===== src/hdl/prl_pkg.sv =====
// ----------------------------------------------------------------------------
// prl_pkg: shared types and constants of the per-client rate limiter
// Request/result payloads, configuration set, controller commands and
// status, outcome codes and register reset values.
// ----------------------------------------------------------------------------
package prl_pkg;

  localparam int KEY_W  = 32;
  localparam int TIME_W = 32;
  localparam int CNT_W  = 16;
  localparam int SLOT_W = 6;
  localparam int OUT_W  = 2;

  // APB port geometry: two registers, 16 bits in 32-bit words, at byte offsets 0 and 4
  localparam int APB_AW = 3;
  localparam int APB_DW = 32;
  localparam int REG_SEL_BIT = 2;

  // register select codes (value of the address select bit)
  localparam logic REG_LIMIT  = 1'b0;
  localparam logic REG_WINDOW = 1'b1;

  localparam logic [CNT_W-1:0] RESET_LIMIT  = 16'd60;
  localparam logic [CNT_W-1:0] RESET_WINDOW = 16'd60;

  // outcome codes
  localparam logic [OUT_W-1:0] OUT_COUNTED = 2'd0;
  localparam logic [OUT_W-1:0] OUT_RESTART = 2'd1;
  localparam logic [OUT_W-1:0] OUT_DENIED  = 2'd2;
  localparam logic [OUT_W-1:0] OUT_NEW     = 2'd3;

  typedef struct packed {
    logic [KEY_W-1:0]  client_key;
    logic [TIME_W-1:0] now_seconds;
  } req_t;

  typedef struct packed {
    logic              allowed;
    logic [SLOT_W-1:0] slot;
    logic [OUT_W-1:0]  outcome;
  } res_t;

  typedef struct packed {
    logic [CNT_W-1:0] request_limit;
    logic [CNT_W-1:0] window_seconds;
  } cfg_t;

  // controller to datapath
  typedef struct packed {
    logic load;    // capture the request
    logic match;   // capture lookup result, arm the eviction scan
    logic scan;    // examine one entry for eviction
    logic update;  // apply hit decision and emit result
    logic evict;   // take over victim entry and emit result
  } cmd_t;

  // datapath to controller
  typedef struct packed {
    logic hit;
    logic scan_last;
  } sts_t;

endpackage


===== src/hdl/per_client_rate_limiter.sv =====
// Sequence: a known client passes lookup and the hit update; a new client
// passes lookup, the eviction scan (one entry/cycle) and the victim takeover.
// The block takes no new request while busy; busy drops with the strobe, and
// the eviction scan walks the entries through the single table read port.
// Reset: all entries invalid at once, request_limit and window_seconds = 60.
// The result strobe lasts one cycle; the receiver cannot stall it.
// ----------------------------------------------------------------------------
// per_client_rate_limiter: fixed-window request limiter per client
// Top level joining the configuration registers, the sequencer and the
// client table datapath.
// ----------------------------------------------------------------------------
module per_client_rate_limiter #(
  parameter int ENTRIES = 10
) (
  input  logic                        clk_i,
  input  logic                        rst_ni,
  input  logic                        start,
  output logic                        busy,
  input  prl_pkg::req_t               req_i,
  output logic                        done_o,
  output prl_pkg::res_t               res_o,
  input  logic                        psel,
  input  logic                        penable,
  input  logic                        pwrite,
  input  logic [prl_pkg::APB_AW-1:0]  paddr,
  input  logic [prl_pkg::APB_DW-1:0]  pwdata,
  output logic [prl_pkg::APB_DW-1:0]  prdata,
  output logic                        pready
);
  import prl_pkg::*;

  cfg_t cfg;
  cmd_t cmd;
  sts_t sts;

  prl_regs u_regs (
    .clk_i   (clk_i),
    .rst_ni  (rst_ni),
    .psel    (psel),
    .penable (penable),
    .pwrite  (pwrite),
    .paddr   (paddr),
    .pwdata  (pwdata),
    .prdata  (prdata),
    .pready  (pready),
    .cfg_o   (cfg)
  );

  prl_ctrl u_ctrl (
    .clk_i  (clk_i),
    .rst_ni (rst_ni),
    .start  (start),
    .busy   (busy),
    .sts_i  (sts),
    .cmd_o  (cmd)
  );

  prl_dp #(
    .ENTRIES (ENTRIES)
  ) u_dp (
    .clk_i  (clk_i),
    .rst_ni (rst_ni),
    .cmd_i  (cmd),
    .sts_o  (sts),
    .cfg_i  (cfg),
    .req_i  (req_i),
    .done_o (done_o),
    .res_o  (res_o)
  );

`ifndef SYNTH
  // a result shows only once the sequencer is back to idle
  assert property (@(posedge clk_i) disable iff (!rst_ni) done_o |-> !busy)
    else $error("result strobe while busy");

  // every request completion drops busy together with the strobe
  assert property (@(posedge clk_i) disable iff (!rst_ni) $fell(busy) |-> done_o)
    else $error("busy fell without a result");

  // one strobe per request
  assert property (@(posedge clk_i) disable iff (!rst_ni) done_o |=> !done_o)
    else $error("result strobe longer than one cycle");

  // an accepted request keeps the block busy
  assert property (@(posedge clk_i) disable iff (!rst_ni) (start && !busy) |=> busy)
    else $error("request accepted but block not busy");
`endif

endmodule


===== src/hdl/prl_regs.sv =====
// ----------------------------------------------------------------------------
// prl_regs: configuration registers
// APB slave holding request_limit (offset 0) and window_seconds (offset 4).
// ----------------------------------------------------------------------------
module prl_regs (
  input  logic                         clk_i,
  input  logic                         rst_ni,
  input  logic                         psel,
  input  logic                         penable,
  input  logic                         pwrite,
  input  logic [prl_pkg::APB_AW-1:0]   paddr,
  input  logic [prl_pkg::APB_DW-1:0]   pwdata,
  output logic [prl_pkg::APB_DW-1:0]   prdata,
  output logic                         pready,
  output prl_pkg::cfg_t                cfg_o
);
  import prl_pkg::*;

  logic [CNT_W-1:0] limit_q, limit_d;
  logic [CNT_W-1:0] window_q, window_d;
  logic             wr_en;
  logic             sel;

  assign pready = 1'b1;
  assign wr_en  = psel & penable & pwrite & pready;
  assign sel    = paddr[REG_SEL_BIT];

  // decode a write transfer
  always_comb begin
    limit_d  = limit_q;
    window_d = window_q;
    if (wr_en) begin
      unique case (sel)
        REG_LIMIT:  limit_d  = pwdata[CNT_W-1:0];
        REG_WINDOW: window_d = pwdata[CNT_W-1:0];
        default:    limit_d  = limit_q;
      endcase
    end
  end

  always_ff @(posedge clk_i or negedge rst_ni) begin
    if (!rst_ni) begin
      limit_q  <= RESET_LIMIT;
      window_q <= RESET_WINDOW;
    end else begin
      limit_q  <= limit_d;
      window_q <= window_d;
    end
  end

  // read back the selected register
  always_comb begin
    unique case (sel)
      REG_LIMIT:  prdata = {{(APB_DW-CNT_W){1'b0}}, limit_q};
      REG_WINDOW: prdata = {{(APB_DW-CNT_W){1'b0}}, window_q};
      default:    prdata = '0;
    endcase
  end

  assign cfg_o.request_limit  = limit_q;
  assign cfg_o.window_seconds = window_q;

endmodule


===== src/hdl/prl_ctrl.sv =====
// ----------------------------------------------------------------------------
// prl_ctrl: request sequencer
// Walks each request through lookup, then either the hit update or the
// eviction scan and takeover.
// ----------------------------------------------------------------------------
module prl_ctrl (
  input  logic          clk_i,
  input  logic          rst_ni,
  input  logic          start,
  output logic          busy,
  input  prl_pkg::sts_t sts_i,
  output prl_pkg::cmd_t cmd_o
);
  import prl_pkg::*;

  localparam logic [2:0] S_IDLE   = 3'd0;
  localparam logic [2:0] S_MATCH  = 3'd1;
  localparam logic [2:0] S_SCAN   = 3'd2;
  localparam logic [2:0] S_UPDATE = 3'd3;
  localparam logic [2:0] S_EVICT  = 3'd4;

  logic [2:0] state_q, state_d;

  // next state and commands
  always_comb begin
    state_d = state_q;
    cmd_o   = '0;
    unique case (state_q)
      S_IDLE: begin
        if (start) begin
          cmd_o.load = 1'b1;
          state_d    = S_MATCH;
        end
      end
      S_MATCH: begin
        cmd_o.match = 1'b1;
        state_d     = sts_i.hit ? S_UPDATE : S_SCAN;
      end
      S_SCAN: begin
        cmd_o.scan = 1'b1;
        if (sts_i.scan_last) begin
          state_d = S_EVICT;
        end
      end
      S_UPDATE: begin
        cmd_o.update = 1'b1;
        state_d      = S_IDLE;
      end
      S_EVICT: begin
        cmd_o.evict = 1'b1;
        state_d     = S_IDLE;
      end
      default: state_d = S_IDLE;
    endcase
  end

  always_ff @(posedge clk_i or negedge rst_ni) begin
    if (!rst_ni) begin
      state_q <= S_IDLE;
    end else begin
      state_q <= state_d;
    end
  end

  assign busy = (state_q != S_IDLE);

endmodule


===== src/hdl/prl_dp.sv =====
// ----------------------------------------------------------------------------
// prl_dp: client table and decision datapath
// Holds the entry table, matches the request key against all entries in
// parallel, scans one entry per cycle for the oldest window on a miss,
// and registers the result.
// ----------------------------------------------------------------------------
module prl_dp #(
  parameter int ENTRIES = 10
) (
  input  logic          clk_i,
  input  logic          rst_ni,
  input  prl_pkg::cmd_t cmd_i,
  output prl_pkg::sts_t sts_o,
  input  prl_pkg::cfg_t cfg_i,
  input  prl_pkg::req_t req_i,
  output logic          done_o,
  output prl_pkg::res_t res_o
);
  import prl_pkg::*;

  localparam int IdxW = (ENTRIES > 1) ? $clog2(ENTRIES) : 1;

  // entry table
  logic [ENTRIES-1:0] valid_q;
  logic [KEY_W-1:0]   key_q   [ENTRIES];
  logic [CNT_W-1:0]   count_q [ENTRIES];
  logic [TIME_W-1:0]  start_q [ENTRIES];

  // request and sequencing registers
  req_t              req_q;
  logic [IdxW-1:0]   hit_idx_q;
  logic [IdxW-1:0]   scan_idx_q;
  logic [IdxW-1:0]   victim_q;
  logic [TIME_W-1:0] vstart_q;
  res_t              res_q, res_d;
  logic              done_q;

  logic [ENTRIES-1:0] match;
  logic               hit;
  logic [IdxW-1:0]    hit_idx;
  logic [IdxW-1:0]    rd_idx;
  logic [TIME_W-1:0]  start_rd;
  logic [TIME_W-1:0]  start_eff;
  logic [CNT_W-1:0]   count_rd;
  logic [TIME_W-1:0]  elapsed;
  logic               expired;
  logic               at_limit;
  logic               take;

  // compare the key against every entry, keep the lowest match
  always_comb begin
    hit_idx = '0;
    for (int i = 0; i < ENTRIES; i++) begin
      match[i] = valid_q[i] && (key_q[i] == req_q.client_key);
    end
    for (int i = ENTRIES - 1; i >= 0; i--) begin
      if (match[i]) begin
        hit_idx = IdxW'(i);
      end
    end
  end
  assign hit = |match;

  // single read port: scan pointer while scanning, else the hit entry
  assign rd_idx    = cmd_i.scan ? scan_idx_q : hit_idx_q;
  assign start_rd  = start_q[rd_idx];
  assign count_rd  = count_q[rd_idx];
  assign start_eff = valid_q[rd_idx] ? start_rd : '0;

  // window and limit checks for the hit entry
  assign elapsed  = req_q.now_seconds - start_rd;
  assign expired  = elapsed >= {{(TIME_W-CNT_W){1'b0}}, cfg_i.window_seconds};
  assign at_limit = count_rd >= cfg_i.request_limit;

  // eviction scan: first entry always taken, then strictly older ones
  assign take = (scan_idx_q == '0) || (start_eff < vstart_q);

  assign sts_o.hit       = hit;
  assign sts_o.scan_last = (scan_idx_q == IdxW'(ENTRIES - 1));

  // capture request and lookup, advance the scan
  always_ff @(posedge clk_i) begin
    if (cmd_i.load) begin
      req_q <= req_i;
    end
    if (cmd_i.match) begin
      hit_idx_q  <= hit_idx;
      scan_idx_q <= '0;
    end
    if (cmd_i.scan) begin
      if (take) begin
        victim_q <= scan_idx_q;
        vstart_q <= start_eff;
      end
      if (!sts_o.scan_last) begin
        scan_idx_q <= scan_idx_q + IdxW'(1);
      end
    end
  end

  // write back the table
  always_ff @(posedge clk_i) begin
    if (cmd_i.update && expired) begin
      count_q[hit_idx_q] <= CNT_W'(1);
      start_q[hit_idx_q] <= req_q.now_seconds;
    end else if (cmd_i.update && !at_limit) begin
      count_q[hit_idx_q] <= count_rd + CNT_W'(1);
    end
    if (cmd_i.evict) begin
      key_q[victim_q]   <= req_q.client_key;
      count_q[victim_q] <= CNT_W'(1);
      start_q[victim_q] <= req_q.now_seconds;
    end
  end

  always_ff @(posedge clk_i or negedge rst_ni) begin
    if (!rst_ni) begin
      valid_q <= '0;
    end else if (cmd_i.evict) begin
      valid_q[victim_q] <= 1'b1;
    end
  end

  // form the result
  always_comb begin
    res_d = res_q;
    if (cmd_i.update) begin
      res_d.slot = SLOT_W'(hit_idx_q);
      priority if (expired) begin
        res_d.allowed = 1'b1;
        res_d.outcome = OUT_RESTART;
      end else if (at_limit) begin
        res_d.allowed = 1'b0;
        res_d.outcome = OUT_DENIED;
      end else begin
        res_d.allowed = 1'b1;
        res_d.outcome = OUT_COUNTED;
      end
    end else if (cmd_i.evict) begin
      res_d.allowed = 1'b1;
      res_d.slot    = SLOT_W'(victim_q);
      res_d.outcome = OUT_NEW;
    end
  end

  always_ff @(posedge clk_i) begin
    res_q <= res_d;
  end

  // strobe the result for one cycle
  always_ff @(posedge clk_i or negedge rst_ni) begin
    if (!rst_ni) begin
      done_q <= 1'b0;
    end else begin
      done_q <= cmd_i.update | cmd_i.evict;
    end
  end

  assign done_o = done_q;
  assign res_o  = res_q;

endmodule

===== config.mk =====
export PLATFORM = sky130hd
export DESIGN_NAME = per_client_rate_limiter
export DESIGN_NICKNAME = d
export VERILOG_FILES = /design/src/hdl/prl_pkg.sv /design/src/hdl/per_client_rate_limiter.sv /design/src/hdl/prl_regs.sv /design/src/hdl/prl_ctrl.sv /design/src/hdl/prl_dp.sv
export SDC_FILE = /design/constraint.sdc
export NUM_CORES = 1
export LEC_CHECK = 0
export BUFFER_PORTS_ARGS = -buffer_cell sky130_fd_sc_hd__buf_4
export CORE_MARGIN = 8
export CORE_UTILIZATION = 45
export DETAILED_ROUTE_END_ITERATION = 16
export GPL_TIMING_DRIVEN = 0
export PLACE_DENSITY = 0.73
export SETUP_SLACK_MARGIN = 0.3
export SLEW_MARGIN = 20
export SYNTH_ARGS = -nofsm -noshare
export SYNTH_HDL_FRONTEND = slang
export SYNTH_SLANG_ARGS = --single-unit
export TNS_END_PERCENT = 50

===== constraint.sdc =====
create_clock -name clk_i -period 9.4 [get_ports clk_i]
set_input_delay 1.88 -clock clk_i [delete_from_list [all_inputs] [get_ports clk_i]]
set_output_delay 1.88 -clock clk_i [all_outputs]
set_load 0.1 [all_outputs]

==> flow_results.org <==
** Outcome
- The flow ran to the end, and the final reports show no timing, DRC or antenna violations.

** Cells and area
- Leaving out filler cells and counting taps, the final layout contains 4,489.
- Of the cells placed in the final design, the portion with a size suffix greater than 1 is 18.5%.
- The filler cells instantiated in the layout total 7,575.
- Final cell area excluding filler cells :: 49,800 µm²
- Commonest cells after routing, fill and taps aside :: sky130_fd_sc_hd__edfxtp_1 (911), sky130_fd_sc_hd__nand2_1 (276), sky130_fd_sc_hd__xnor2_1 (230), sky130_fd_sc_hd__buf_4 (154), sky130_fd_sc_hd__xor2_1 (125)
- Most frequent standard cell in the layout excluding fill and tap cells :: sky130_fd_sc_hd__edfxtp_1
- The repair_antennas step left the layout with diodes totalling 0.
- The area growth from synthesis to layout is 16.8%.
- Net count of the finished layout :: 3,350
- Cells fill a little over half of the core in the end.

** Yosys
- Multiplexer cells account for 7.56% of the synthesized area.
- Summing the areas of all fa, ha and maj instances in the mapped netlist gives under 10% of the synthesized area.
- In the synthesized netlist the dominant register cell turns out to be sky130_fd_sc_hd__edfxtp_1.
- Fraction of the mapped netlist area in compound gates :: 4.54%
- Portion of the post-synthesis area used by sequential elements :: 67.1%
- A synthesized cell averages 14.9 µm².
- Synthesis instantiated 88 different standard cells from the library.
- The mapped netlist covers approximately 43,000 µm².
- Synthesis Warnings :: 0
- Cell count after synthesis :: around 2,900
- Synthesized-area fraction occupied by and/or/nand/nor cells :: 8.01%
- Share of flip-flops with an asynchronous set or reset :: roughly 4.8%
- The synthesized netlist devotes roughly 7.3% of its cell area to XOR and XNOR gates.
- Post-synth EDFFs :: 911
- Main combinational cell family by area after synthesis :: simple AND/OR/NAND/NOR gates
- Number of storage elements in the synthesis netlist :: 961

** Global routing
- Via count of the first global-routing pass :: between 20,000 and 30,000
- Residual overflow from global routing :: 0
- The first global-routing pass estimated 162,000 µm of wire.
- The initial antenna violation count came to 1.
- Tot GR Track Use :: 20.7%
- Entering global routing, the biggest net connects 47 pins.

** Timing
- Of the available clock period, the critical path in the final layout requires approximately 94%.
- In this run the tightest slew margin relative to its limit is 23.2%.
- Number of max-slew violations in the final report :: 0
- Final setup fails :: 0
- Worst clock skew on the final layout :: 0.0317 ns
- Total count of hold-check failures in the final report :: 0
- Setup repair after global routing left no endpoint under its margin.
- Fmax :: 113 MHz
- Subtracting the final worst setup slack from the clock period gives 8.83 ns.
- Slew at the pin closest to its max-slew limit :: 1.15 ns

** Detailed routing
- Per-cell routed wire length :: 24.6 µm
- Routed vias/inst :: 5.72
- The detailed router put a total of 45,400 µm of wire on met1.
- The first detailed-routing pass took 5 iterations.
- Detail Route met3 WL :: 10,500 µm
- Count of routing violations after the opening detailed-route iteration :: 3,027
- The count of nets left with antenna violations once routing finished came out at 0.
- DR WL met2 :: 51,200 µm
- Highest routing layer actually used :: met4
- Wires add up to 110,000 µm.
- In the routed design, unresolved DRC markers number 0.
- Total number of vias :: 25,683

** Floorplanning
- The die covers 105,000 µm².
- Num rows :: 113
- Floorplan Core Area :: 94,400 µm²
- Initial core utilization :: 45.1%
- Die Wd :: 324 µm
- Top-level port count :: 149
- Vert. Die Dim :: 324 µm

** Power
- VDD sags by at most 178 µV.
- Leakage dissipation :: 17.7 nW
- The design draws 0.0156 W.
- Pwr Density :: 313 nW/µm²

** Placed design
- Placed cell count :: 4,311
- Placed wire-length estimate :: 77,000 µm
- In this run the tool buffered the top-level ports with 110 buffer cells.
- Routability congestion estimate :: 0.917
- Instance area after placement :: 46,400 µm²

** Critical path
- Along the worst path, the maximum fanout reaches 11.
- The largest single stage delay on the critical path is 0.56 ns.
- For the worst setup path, the data required time is 9.87 ns.
- At the worst endpoint, the arrival time is slightly above 9 ns.
- CP Class :: register to register
- The slowest stage of the critical path is the sky130_fd_sc_hd__or4b_4 cell.
- The worst setup path is captured at a register.
- Critical Path Start Type :: register

** Clocking
- Post-CTS setup buffer count :: 0
- Clock-pin slew was measured on the worst setup and hold paths at 0.06 ns.
- The H-tree was split into 3 levels.
- Count of hold-fix buffers inserted at cts :: 0
- Buffers inserted during clock tree synthesis total 96.
- Buffers from clock root to sink, at most :: 3
- Number of clock sinks :: ~960
- CTS tree :: yes
- CTS placed an instance of sky130_fd_sc_hd__clkbuf_16 at the clock tree root.
- The clock reaches the later pin of the worst-skew pair after 0.67 ns.

** Hold path
- Hold Path Class :: register to register

** Flow run
- Max-cap violations in this run came to 0.
-- routing by layer --
| layer | global-route usage [%] | vias to the layer above |
|---|---|---|
| li1 | - | 11305 |
| met3 | 3.98 | 222 |
| met2 | 32.8 | 1265 |
| met1 | 29.0 | 12891 |
| met5 | 0 | - |
| met4 | 6.48 | 0 |
-- Yosys cell counts (65+ instances only) --
library cell | n | share of area (%)
sky130_fd_sc_hd__mux4_2 | 69 | 3.6
sky130_fd_sc_hd__nand2_1 | 277 | 2.4
sky130_fd_sc_hd__xor2_1 | 125 | 2.6
sky130_fd_sc_hd__mux2i_1 | 117 | 2.7
sky130_fd_sc_hd__a21oi_1 | 104 | 1.2
sky130_fd_sc_hd__ha_1 | 99 | 2.9
sky130_fd_sc_hd__nand3_1 | 78 | 0.92
sky130_fd_sc_hd__nand4_1 | 81 | 1.2
sky130_fd_sc_hd__xnor2_1 | 230 | 4.7
sky130_fd_sc_hd__clkbuf_1 | 65 | 0.57
sky130_fd_sc_hd__edfxtp_1 | 911 | 64
sky130_fd_sc_hd__inv_1 | 88 | 0.78
-- final timing paths --
kind	startpoint	to	slack, ns	depth (start not counted)
max	u_ctrl.state_q[0]$_DFFE_PN0P_	u_dp.count_q[4][6]$_DFFE_PP_	0.57	29
min	u_regs.limit_q[13]$_DFFE_PN0P_	u_regs.limit_q[13]$_DFFE_PN0P_	0.50	1
max reg2reg	u_ctrl.state_q[0]$_DFFE_PN0P_	u_dp.count_q[4][6]$_DFFE_PP_	0.57	29
min reg2reg	u_regs.limit_q[13]$_DFFE_PN0P_	u_regs.limit_q[13]$_DFFE_PN0P_	0.50	1
max in group asynchronous	rst_ni	u_regs.limit_q[15]$_DFFE_PN0P_	7.65	1
min in group asynchronous	rst_ni	u_dp.done_o$_DFF_PN0_	1.26	1
-- metrics by stage --
step | setup WS (ns) | hold WS (ns) | TNS [ns]
global route | 0.304 | 0.522 | 0
CTS | 0.362 | 0.506 | 0
global placement | -2.61 | 0.488 | -1099.28
finish | 0.573 | 0.501 | 0
floorplan | 1.40 | 0.460 | 0
detailed placement | -0.940 | 0.493 | -142.85
-- registers in the layout (all words and copies together), names as in the netlist --
register and flops:
u_dp.valid_q 10, u_dp.vstart_q 32, u_dp.hit_idx_q 4, u_dp.start_q 320, u_ctrl.state_q 3, u_dp.count_q 160
u_dp.scan_idx_q 4, u_dp.res_o 7, u_regs.limit_q 16, u_dp.victim_q 4, u_regs.window_q 16, u_dp.key_q 320
u_dp.req_q 64, u_dp.done_o 1
-- final cells by class --
cell class / count / area [µm²] / area share (%)
well taps: 1265 / 1580 / 3.18
clock inverters: 67 / 653 / 1.31
clock buffers: 110 / 2520 / 5.06
flip-flops and latches: 961 / 28600 / 57.4
repair buffers: 162 / 1820 / 3.66
multi-input cells: 1689 / 13500 / 27.0
inverters: 88 / 330 / 0.663
plain buffers: 147 / 825 / 1.66
-- cell families after synthesis --
group / count (synthesis)
flip-flops: 961
XOR/XNOR: 355
adder cells (fa/ha/maj): 100
multiplexers: 230
AND/OR/NAND/NOR: 682
buffers and inverters: 235
other: 2
AO/OA/AOI/OAI: 302
-- critical path: cells and delay by family, from the launching register on --
kind / cells / cell delay (ns)
DFF: 1 / 0.36
AOI/OAI and AO/OA: 8 / 1.76
muxes: 1 / 0.31
adders and majority gates: 2 / 0.59
xor gates and xnor gates: 1 / 0.21
and+or+nand+nor: 10 / 3.11
buffers and inverters: 7 / 2.24
-- power breakdown --
| group | total (W) | switching [W] | internal, W |
|---|---|---|---|
| clock | 0.00385 | 0.00164 | 0.00221 |
| combinational | 0.00606 | 0.00383 | 0.00223 |
| sequential | 0.00570 | 0.000401 | 0.00530 |
-- what timing repair did --
item,CTS,global route
resized for setup,35,39
endpoints found under the setup margin,642,220
pin swaps,0,2
cloned,0,1
(Power assumes the default switching activity.)
